## config.mk

```make
export PLATFORM = sky130hd
export DESIGN_NAME = vector_move_step_generator
export DESIGN_NICKNAME = d
export VERILOG_FILES = /design/src/hw/rtl/vmsg_pkg.sv /design/src/hw/rtl/vector_move_step_generator.sv
export SDC_FILE = /design/constraint.sdc
export NUM_CORES = 2
export LEC_CHECK = 0
export ABC_AREA = 1
export BUFFER_PORTS_ARGS = -buffer_cell sky130_fd_sc_hd__clkbuf_2
export CAP_MARGIN = 40
export CORE_UTILIZATION = 50
export DETAILED_ROUTE_END_ITERATION = 10
export PLACE_DENSITY = 0.66
export SKIP_LAST_GASP = 1
export SLEW_MARGIN = 20
export SYNTH_ARGS = -nofsm -noshare
export SYNTH_HDL_FRONTEND = slang
export SYNTH_SLANG_ARGS = --single-unit
```

## constraint.sdc

```tcl
create_clock -name clock -period 17.7 [get_ports clock]
set_input_delay 0 -clock clock [delete_from_list [all_inputs] [get_ports clock]]
set_output_delay 0 -clock clock [all_outputs]
set_load 0.03 [all_outputs]
```

## src/hw/rtl/vmsg_pkg.sv

```systemverilog
// vmsg_pkg: constants, register indexes and the cordic angle table
// for the vector move step generator; no dependencies
package vmsg_pkg;

   localparam int MAX_SEGMENTS = 64;
   localparam int SEG_W        = 7;
   localparam int LEN_W        = 17;
   localparam int HEAD_W       = 16;
   localparam int RATE_W       = 16;
   localparam int CNT_W        = 16;
   localparam int RES_W        = 18;
   localparam int CORDIC_ITERS = 16;
   localparam int CSR_ADDR_W   = 4;
   localparam int REQ_DATA_W   = 40;
   localparam int RSP_DATA_W   = 40;

   localparam logic [RATE_W-1:0] X_RATE_RESET = 16'd1869;
   localparam logic [RATE_W-1:0] Z_RATE_RESET = 16'd1894;
   localparam logic [SEG_W-1:0]  SEG_RESET    = 7'd64;
   localparam logic [32:0]       CORDIC_INV_GAIN = 33'd652032874;

   localparam logic [1:0] REG_X_RATE = 2'd0;
   localparam logic [1:0] REG_Z_RATE = 2'd1;
   localparam logic [1:0] REG_SEGS   = 2'd2;

   function automatic logic [21:0] atan_turn24(input logic [3:0] idx);
      logic [21:0] v;
      case (idx)
         4'd0:    v = 22'd2097152;
         4'd1:    v = 22'd1238021;
         4'd2:    v = 22'd654136;
         4'd3:    v = 22'd332050;
         4'd4:    v = 22'd166669;
         4'd5:    v = 22'd83416;
         4'd6:    v = 22'd41718;
         4'd7:    v = 22'd20860;
         4'd8:    v = 22'd10430;
         4'd9:    v = 22'd5215;
         4'd10:   v = 22'd2608;
         4'd11:   v = 22'd1304;
         4'd12:   v = 22'd652;
         4'd13:   v = 22'd326;
         4'd14:   v = 22'd163;
         default: v = 22'd81;
      endcase
      return v;
   endfunction

endpackage

```

## src/hw/rtl/vector_move_step_generator.sv

```systemverilog
// vector_move_step_generator: top level, resolves a move vector into
// per-segment x and z step counts; depends on vmsg_pkg
//
// usage: one move vector enters on the req_ stream (length in 1/256 mm,
// heading in 1/65536 turn). it is resolved into x and z parts by a
// 16-iteration cordic, each part is divided once by the segment count
// in a bit-serial divider, and then each segment is produced with a
// running remainder and a shared 17x16 multiplier. the rsp_ stream
// carries one transfer per segment, tlast on the last. req_tready is
// high only while idle. a stalled receiver holds the pending result
// and the block waits. reset (synchronous) restores the registers to
// their defaults and clears both axis residues. the csr_ port writes
// the x step rate, the z step rate and the segment count at byte
// addresses 0, 4 and 8.
module vector_move_step_generator (
   input  logic                                   clock,
   input  logic                                   reset,
   input  logic                                   req_tvalid,
   output logic                                   req_tready,
   // length_mm[16:0], heading[32:17], zero pad
   input  logic [vmsg_pkg::REQ_DATA_W-1:0]        req_tdata,
   output logic                                   rsp_tvalid,
   input  logic                                   rsp_tready,
   // x_step_count[15:0], x_forward[16], z_step_count[32:17], z_forward[33], zero pad
   output logic [vmsg_pkg::RSP_DATA_W-1:0]        rsp_tdata,
   output logic                                   rsp_tlast,
   input  logic                                   csr_psel,
   input  logic                                   csr_penable,
   input  logic                                   csr_pwrite,
   input  logic [vmsg_pkg::CSR_ADDR_W-1:0]        csr_paddr,
   input  logic [31:0]                            csr_pwdata,
   output logic [31:0]                            csr_prdata,
   output logic                                   csr_pready
);
   import vmsg_pkg::*;

   typedef enum logic [10:0] {
      ST_IDLE = 11'b000_0000_0001,
      ST_ROT  = 11'b000_0000_0010,
      ST_TRIG = 11'b000_0000_0100,
      ST_MULP = 11'b000_0000_1000,
      ST_DIV  = 11'b000_0001_0000,
      ST_SEG  = 11'b000_0010_0000,
      ST_MLO  = 11'b000_0100_0000,
      ST_MHI  = 11'b000_1000_0000,
      ST_TOT  = 11'b001_0000_0000,
      ST_RES  = 11'b010_0000_0000,
      ST_OUT  = 11'b100_0000_0000
   } state_type;

   state_type state_ff, state_in;

   logic [RATE_W-1:0] x_rate_ff, z_rate_ff;
   logic [SEG_W-1:0]  segs_ff;

   logic signed [LEN_W-1:0] len_ff;
   logic [HEAD_W-1:0]       head_ff;
   logic [SEG_W-1:0]        n_ff;
   logic signed [32:0]      cx_ff, cy_ff;
   logic signed [24:0]      cz_ff;
   logic [3:0]              it_ff;
   logic signed [17:0]      cq_ff, sq_ff;
   logic                    ax_ff;
   logic [32:0]             dvd_ff;
   logic [6:0]              rem_ff;
   logic [5:0]              dcnt_ff;
   logic [32:0]             qd_ff [2];
   logic [6:0]              rd_ff [2];
   logic                    neg_ff [2];
   logic [6:0]              racc_ff [2];
   logic signed [RES_W-1:0] res_ff [2];
   logic [32:0]             dm_ff;
   logic [48:0]             acc_ff;
   logic signed [35:0]      tot_ff;
   logic [SEG_W-1:0]        seg_ff;
   logic [CNT_W-1:0]        cnt_ff [2];
   logic                    fwd_ff [2];

   // configuration port
   logic       wr_en;
   logic [1:0] wr_idx;
   assign csr_pready = 1'b1;
   assign wr_en      = csr_psel & csr_penable & csr_pwrite;
   assign wr_idx     = csr_paddr[3:2];

   always_comb begin
      unique case (wr_idx)
         REG_X_RATE: csr_prdata = {16'd0, x_rate_ff};
         REG_Z_RATE: csr_prdata = {16'd0, z_rate_ff};
         REG_SEGS:   csr_prdata = {25'd0, segs_ff};
         default:    csr_prdata = 32'd0;
      endcase
   end

   always_ff @(posedge clock) begin
      if (reset) begin
         x_rate_ff <= X_RATE_RESET;
         z_rate_ff <= Z_RATE_RESET;
         segs_ff   <= SEG_RESET;
      end else if (wr_en) begin
         unique case (wr_idx)
            REG_X_RATE: x_rate_ff <= csr_pwdata[RATE_W-1:0];
            REG_Z_RATE: z_rate_ff <= csr_pwdata[RATE_W-1:0];
            REG_SEGS:   segs_ff   <= csr_pwdata[SEG_W-1:0];
            default:    ;
         endcase
      end
   end

   // handshake
   logic req_xfer, rsp_xfer;
   assign req_tready = (state_ff == ST_IDLE);
   assign rsp_tvalid = (state_ff == ST_OUT);
   assign req_xfer   = req_tvalid & req_tready;
   assign rsp_xfer   = rsp_tvalid & rsp_tready;
   assign rsp_tlast  = (seg_ff == n_ff);
   assign rsp_tdata  = {6'd0, fwd_ff[1], cnt_ff[1], fwd_ff[0], cnt_ff[0]};

   // segment count clamp
   logic [SEG_W-1:0] n_in;
   always_comb begin
      if (segs_ff == '0)                            n_in = SEG_W'(1);
      else if (segs_ff > SEG_W'(MAX_SEGMENTS))      n_in = SEG_W'(MAX_SEGMENTS);
      else                                          n_in = segs_ff;
   end

   // cordic step
   logic signed [32:0] xs, ys;
   logic signed [24:0] at;
   assign xs = cx_ff >>> it_ff;
   assign ys = cy_ff >>> it_ff;
   assign at = 25'(atan_turn24(it_ff));

   // rounding, clamp and quadrant mapping
   logic signed [32:0] cr, sr;
   logic signed [17:0] cc, sc, cq_in, sq_in;
   always_comb begin
      cr = (cx_ff + 33'sd8192) >>> 14;
      sr = (cy_ff + 33'sd8192) >>> 14;
      if (cr > 33'sd65536)       cc = 18'sd65536;
      else if (cr < -33'sd65536) cc = -18'sd65536;
      else                       cc = cr[17:0];
      if (sr > 33'sd65536)       sc = 18'sd65536;
      else if (sr < -33'sd65536) sc = -18'sd65536;
      else                       sc = sr[17:0];
      case (head_ff[15:14])
         2'd0:    begin cq_in = cc;  sq_in = sc;  end
         2'd1:    begin cq_in = -sc; sq_in = cc;  end
         2'd2:    begin cq_in = -cc; sq_in = -sc; end
         default: begin cq_in = sc;  sq_in = -cc; end
      endcase
   end

   // axis total
   logic signed [17:0] trig_sel;
   logic signed [34:0] ptot;
   logic [34:0]        pmag;
   assign trig_sel = ax_ff ? sq_ff : cq_ff;
   assign ptot     = 35'(len_ff) * 35'(trig_sel);
   assign pmag     = ptot[34] ? 35'(-ptot) : ptot;

   // restoring divider step
   logic [7:0] rem_t;
   logic       qbit;
   assign rem_t = {rem_ff, dvd_ff[32]};
   assign qbit  = (rem_t >= {1'b0, n_ff});

   // segment remainder step
   logic [7:0] racc_t;
   logic       carry;
   assign racc_t = {1'b0, racc_ff[ax_ff]} + {1'b0, rd_ff[ax_ff]};
   assign carry  = (racc_t >= {1'b0, n_ff});

   // shared multiplier
   logic [RATE_W-1:0] rate_sel;
   logic [16:0]       m_a;
   logic [32:0]       m_p;
   assign rate_sel = ax_ff ? z_rate_ff : x_rate_ff;
   assign m_a      = (state_ff == ST_MLO) ? dm_ff[16:0] : {1'b0, dm_ff[32:17]};
   assign m_p      = 33'(m_a) * 33'(rate_sel);

   // rounding to 2^-16 step and residue add
   logic [33:0]        qv;
   logic signed [35:0] res_x;
   assign qv    = 34'((acc_ff + 49'd32768) >> 16);
   assign res_x = 36'(res_ff[ax_ff]);

   // whole steps and new residue
   logic [35:0] tmag;
   logic [19:0] steps;
   logic [15:0] frac;
   assign tmag  = tot_ff[35] ? 36'(-tot_ff) : tot_ff;
   assign steps = tmag[35:16];
   assign frac  = tmag[15:0];

   always_comb begin
      state_in = state_ff;
      unique case (state_ff)
         ST_IDLE: if (req_xfer) state_in = ST_ROT;
         ST_ROT:  if (it_ff == 4'(CORDIC_ITERS - 1)) state_in = ST_TRIG;
         ST_TRIG: state_in = ST_MULP;
         ST_MULP: state_in = ST_DIV;
         ST_DIV:  if (dcnt_ff == 6'd32) state_in = ax_ff ? ST_SEG : ST_MULP;
         ST_SEG:  state_in = ST_MLO;
         ST_MLO:  state_in = ST_MHI;
         ST_MHI:  state_in = ST_TOT;
         ST_TOT:  state_in = ST_RES;
         ST_RES:  state_in = ax_ff ? ST_OUT : ST_SEG;
         ST_OUT:  if (rsp_xfer) state_in = (seg_ff == n_ff) ? ST_IDLE : ST_SEG;
         default: state_in = ST_IDLE;
      endcase
   end

   always_ff @(posedge clock) begin
      if (reset) begin
         state_ff <= ST_IDLE;
         res_ff[0] <= '0;
         res_ff[1] <= '0;
      end else begin
         state_ff <= state_in;
         if (state_ff == ST_RES)
            res_ff[ax_ff] <= tot_ff[35] ? -RES_W'({2'b0, frac}) : RES_W'({2'b0, frac});
      end
   end

   always_ff @(posedge clock) begin
      unique case (state_ff)
         ST_IDLE: begin
            len_ff  <= req_tdata[16:0];
            head_ff <= req_tdata[32:17];
            n_ff    <= n_in;
            cx_ff   <= CORDIC_INV_GAIN;
            cy_ff   <= '0;
            cz_ff   <= 25'({req_tdata[30:17], 8'd0});
            it_ff   <= '0;
         end
         ST_ROT: begin
            if (!cz_ff[24]) begin
               cx_ff <= cx_ff - ys;
               cy_ff <= cy_ff + xs;
               cz_ff <= cz_ff - at;
            end else begin
               cx_ff <= cx_ff + ys;
               cy_ff <= cy_ff - xs;
               cz_ff <= cz_ff + at;
            end
            it_ff <= it_ff + 4'd1;
         end
         ST_TRIG: begin
            cq_ff <= cq_in;
            sq_ff <= sq_in;
            ax_ff <= 1'b0;
         end
         ST_MULP: begin
            neg_ff[ax_ff] <= ptot[34];
            dvd_ff        <= pmag[32:0];
            rem_ff        <= '0;
            dcnt_ff       <= '0;
         end
         ST_DIV: begin
            rem_ff  <= qbit ? 7'(rem_t - {1'b0, n_ff}) : rem_t[6:0];
            dvd_ff  <= {dvd_ff[31:0], qbit};
            dcnt_ff <= dcnt_ff + 6'd1;
            if (dcnt_ff == 6'd32) begin
               qd_ff[ax_ff]   <= {dvd_ff[31:0], qbit};
               rd_ff[ax_ff]   <= qbit ? 7'(rem_t - {1'b0, n_ff}) : rem_t[6:0];
               racc_ff[ax_ff] <= '0;
               ax_ff          <= ~ax_ff;
               seg_ff         <= SEG_W'(1);
            end
         end
         ST_SEG: begin
            racc_ff[ax_ff] <= carry ? 7'(racc_t - {1'b0, n_ff}) : racc_t[6:0];
            dm_ff          <= qd_ff[ax_ff] + 33'(carry);
         end
         ST_MLO: acc_ff <= 49'(m_p);
         ST_MHI: acc_ff <= acc_ff + {m_p[31:0], 17'd0};
         ST_TOT: tot_ff <= (neg_ff[ax_ff] ? -36'(qv) : 36'(qv)) + res_x;
         ST_RES: begin
            cnt_ff[ax_ff] <= (steps > 20'd65535) ? 16'hFFFF : steps[15:0];
            fwd_ff[ax_ff] <= !(neg_ff[ax_ff] && (dm_ff != '0));
            ax_ff         <= ~ax_ff;
         end
         ST_OUT: if (rsp_xfer) seg_ff <= seg_ff + SEG_W'(1);
         default: ;
      endcase
   end

endmodule

```

==> flow_metrics.tcl <==
set metrics [dict create \
    status "finished, final reports clean" \
    antenna_found_initial 3 \
    grt_max_degree 68 \
    fp.dieH_um 357 \
    die_area_um2 128000 \
    synth_area_leaders "edfxtp_1 23%, fa_1 17%, nand2_1 12%" \
    cts_sinks 553 \
    critPathMaxFanout 18 \
    synth_warnings 0 \
    mostFrequentLayoutCell "nand2_1" \
    yosys.area_share.simple 0.248 \
    max_freq_ghz 0.101 \
    fin_skew_ps 41.8 \
    cts_buffer_depth 3 \
    cp-end-kind "register" \
    synth_top_area_share 0.229 \
    slew_viol_final 0 \
    period_share 0.560 \
    synth_top_area_cell "edfxtp_1" \
    drc 0 \
    grt_pass1_vias 54812 \
    crit_buf_inv 8 \
    cts_tree "done" \
    path_clk_slew_ps 60 \
    final_net_count 9403 \
    grt_pass1_wl_um 287000 \
    max_stage_delay_ps 610 \
    ioPinCount 159 \
    maxSlewHeadroom 0.413 \
    clockRootBuffer "clkbuf_16" \
    dpl.hpwl_um 140000 \
    synth_compound_area_frac 0.0949 \
    drt_first_pass_iters 8 \
    synth_edf_count 480 \
    portBuffers 110 \
    antenna_left 0 \
    routed_via_density 5.50 \
    timing.setup.tns_ps 0 \
    grt_setup_unrepaired "no" \
    clock_latency_ps 690 \
    die_w_um 357 \
    critPathSlowestCell "clkinv_1" \
    seq_area_frac_synth 0.252 \
    synth_cell_type_count 66 \
    ctsResizeCount 0 \
    wl_um 180000 \
    post_cts_buffers 0 \
    grt_usage 0.283 \
    worstPathArrival_ps 10290 \
    synth_seq_cells 553 \
    critPathTopFamily "adder cells" \
    via_count 55528 \
    yosys.area_share.adder 0.245 \
    drv_cap 0 \
    grt-ovfl-total 0 \
    min_period_ps 9910 \
    min_path_type "in -> reg" \
    report.final.hold_viol_count 0 \
    timing.critical_path.mode_cell "inv_1" \
    wl_per_cell_um 17.8 \
    synthMuxAreaShare 0.0102 \
    syn-mean-instance-area_um2 7.61 \
    synthXorXnorAreaFrac 0.0529 \
    drt_iter0_markers 4643 \
    final_cell_mix "1932 x nand2_1, 1290 x inv_1, 883 x nor2_1" \
    synth_top_family_by_area "simple AND/OR/NAND/NOR gates" \
    tightest_slew_ps 872 \
    gp_congestion 0.988 \
    synth_ff_type "edfxtp_1" \
    core-area_um2 124000 \
    synthCells 8287 \
    initial_utilization 0.507 \
    start_kind "register" \
    worstPathRequired_ps 18080 \
    area_growth_pct 8.32 \
    setup_violations 0 \
    syn_area_um2 63100 \
    rows 129 \
    htreeDepth 3 \
    worstSetupPathType "reg -> reg" \
    drive_gt1_frac 0.0613 \
    cts_made_buffers 69 \
    synth-async-reset-ratio 0 \
]
## per-stage QoR
step | instances | util | worst slack, ps | area, µm² | hold slack [ps]
5_1_grt | 10092 | 0.549 | 7120 | 68300 | 33.6
3_3_place_gp | 9886 | 0.524 | 7970 | 65200 | 178
6_report | 10093 | 0.549 | 7790 | 68300 | 47.9
2_1_floorplan | 8308 | - | 9460 | 63100 | 72.4
4_1_cts | 10085 | 0.548 | 7890 | 68200 | 0.266
3_5_place_dp | 9896 | 0.525 | 7930 | 65400 | 179
## layout make-up
cell class	instances	area, µm²
repair buffers	266	2000
inverters	1330	5000
fillers	11832	56100
flip-flops and latches	553	15900
clock inverters	37	372
well taps	1637	2050
multi-input cells	6181	41200
diodes	2	5.00
clock buffers	87	1850
## per-layer routing
metal | routed length [µm] | global-route usage | part of all wire
met4 | 5890 | 0.0957 | 0.033
met1 | 79100 | 0.381 | 0.44
met5 | 13 | 0 | 0.000072
met3 | 11200 | 0.0404 | 0.062
met2 | 83500 | 0.468 | 0.46
## Yosys cell counts, types with 31 or more instances
master / count
xor2_1: 256
fa_1: 527
nor2_1: 887
nor4_1: 39
o21ai_1: 78
ha_1: 392
dfxtp_1: 73
nor3_1: 100
o21ai_0: 367
buf_4: 31
inv_1: 1295
o211ai_1: 33
a31oi_1: 31
o21a_1: 34
nand4_1: 101
clkbuf_1: 146
mux2_2: 36
nand3_1: 502
or2_2: 68
nand2_1: 1934
xnor2_1: 125
edfxtp_1: 480
a21oi_1: 394
## worst reg2reg max path, delay by kind of cell (launching register included)
kind	cells	cell delay (ps)
adder cells (fa/ha/maj)	8	3680
AO/OA/AOI/OAI	9	2220
AND/OR/NAND/NOR	13	1910
buffers and inverters	8	1300
flip-flops	1	350
XOR/XNOR	1	150
## worst paths after layout
path	slack, ps	end	cells after the start	startpoint
worst max-delay path	7790	acc_ff[45]	39	state_ff[2]
worst min-delay path	50	len_ff[3]	2	req_tdata[3]
worst max register to register	7790	acc_ff[45]	39	state_ff[2]
worst min register to register	460	qd_ff[1][26]	0	dvd_ff[25]
## sequential cells by signal, indices dropped and copies added, names as in the netlist, 11 cells and up, named ones only
register / cells
cq_ff: 18
res_ff: 36
qd_ff: 66
dm_ff: 33
cz_ff: 25
at: 22
cx_ff: 33
racc_ff: 14
cy_ff: 33
z_rate_ff: 16
tot_ff: 36
cnt_ff: 32
acc_ff: 34
sq_ff: 18
x_rate_ff: 16
rd_ff: 14
dvd_ff: 33
state_ff: 11
len_ff: 17
## cell families (layout without fill, tap and decap cells)
logic type	after synthesis	after routing
XOR/XNOR	381	381
buffers and inverters	1574	1720
multiplexers	60	60
AO/OA/AOI/OAI	1071	1071
adder cells (fa/ha/maj)	919	919
flip-flops	553	553
AND/OR/NAND/NOR	3727	3727
other	2	25
## timing repair
item / 4_1_cts / 5_1_grt
hold endpoints to repair: 77 / 0
setup endpoints to repair: 0 / 0
hold buffers: 65 / 0
Power is left out: the tool's default activity adds up to more than one toggle a clock period on the data nets, which glitch-free logic cannot reach.
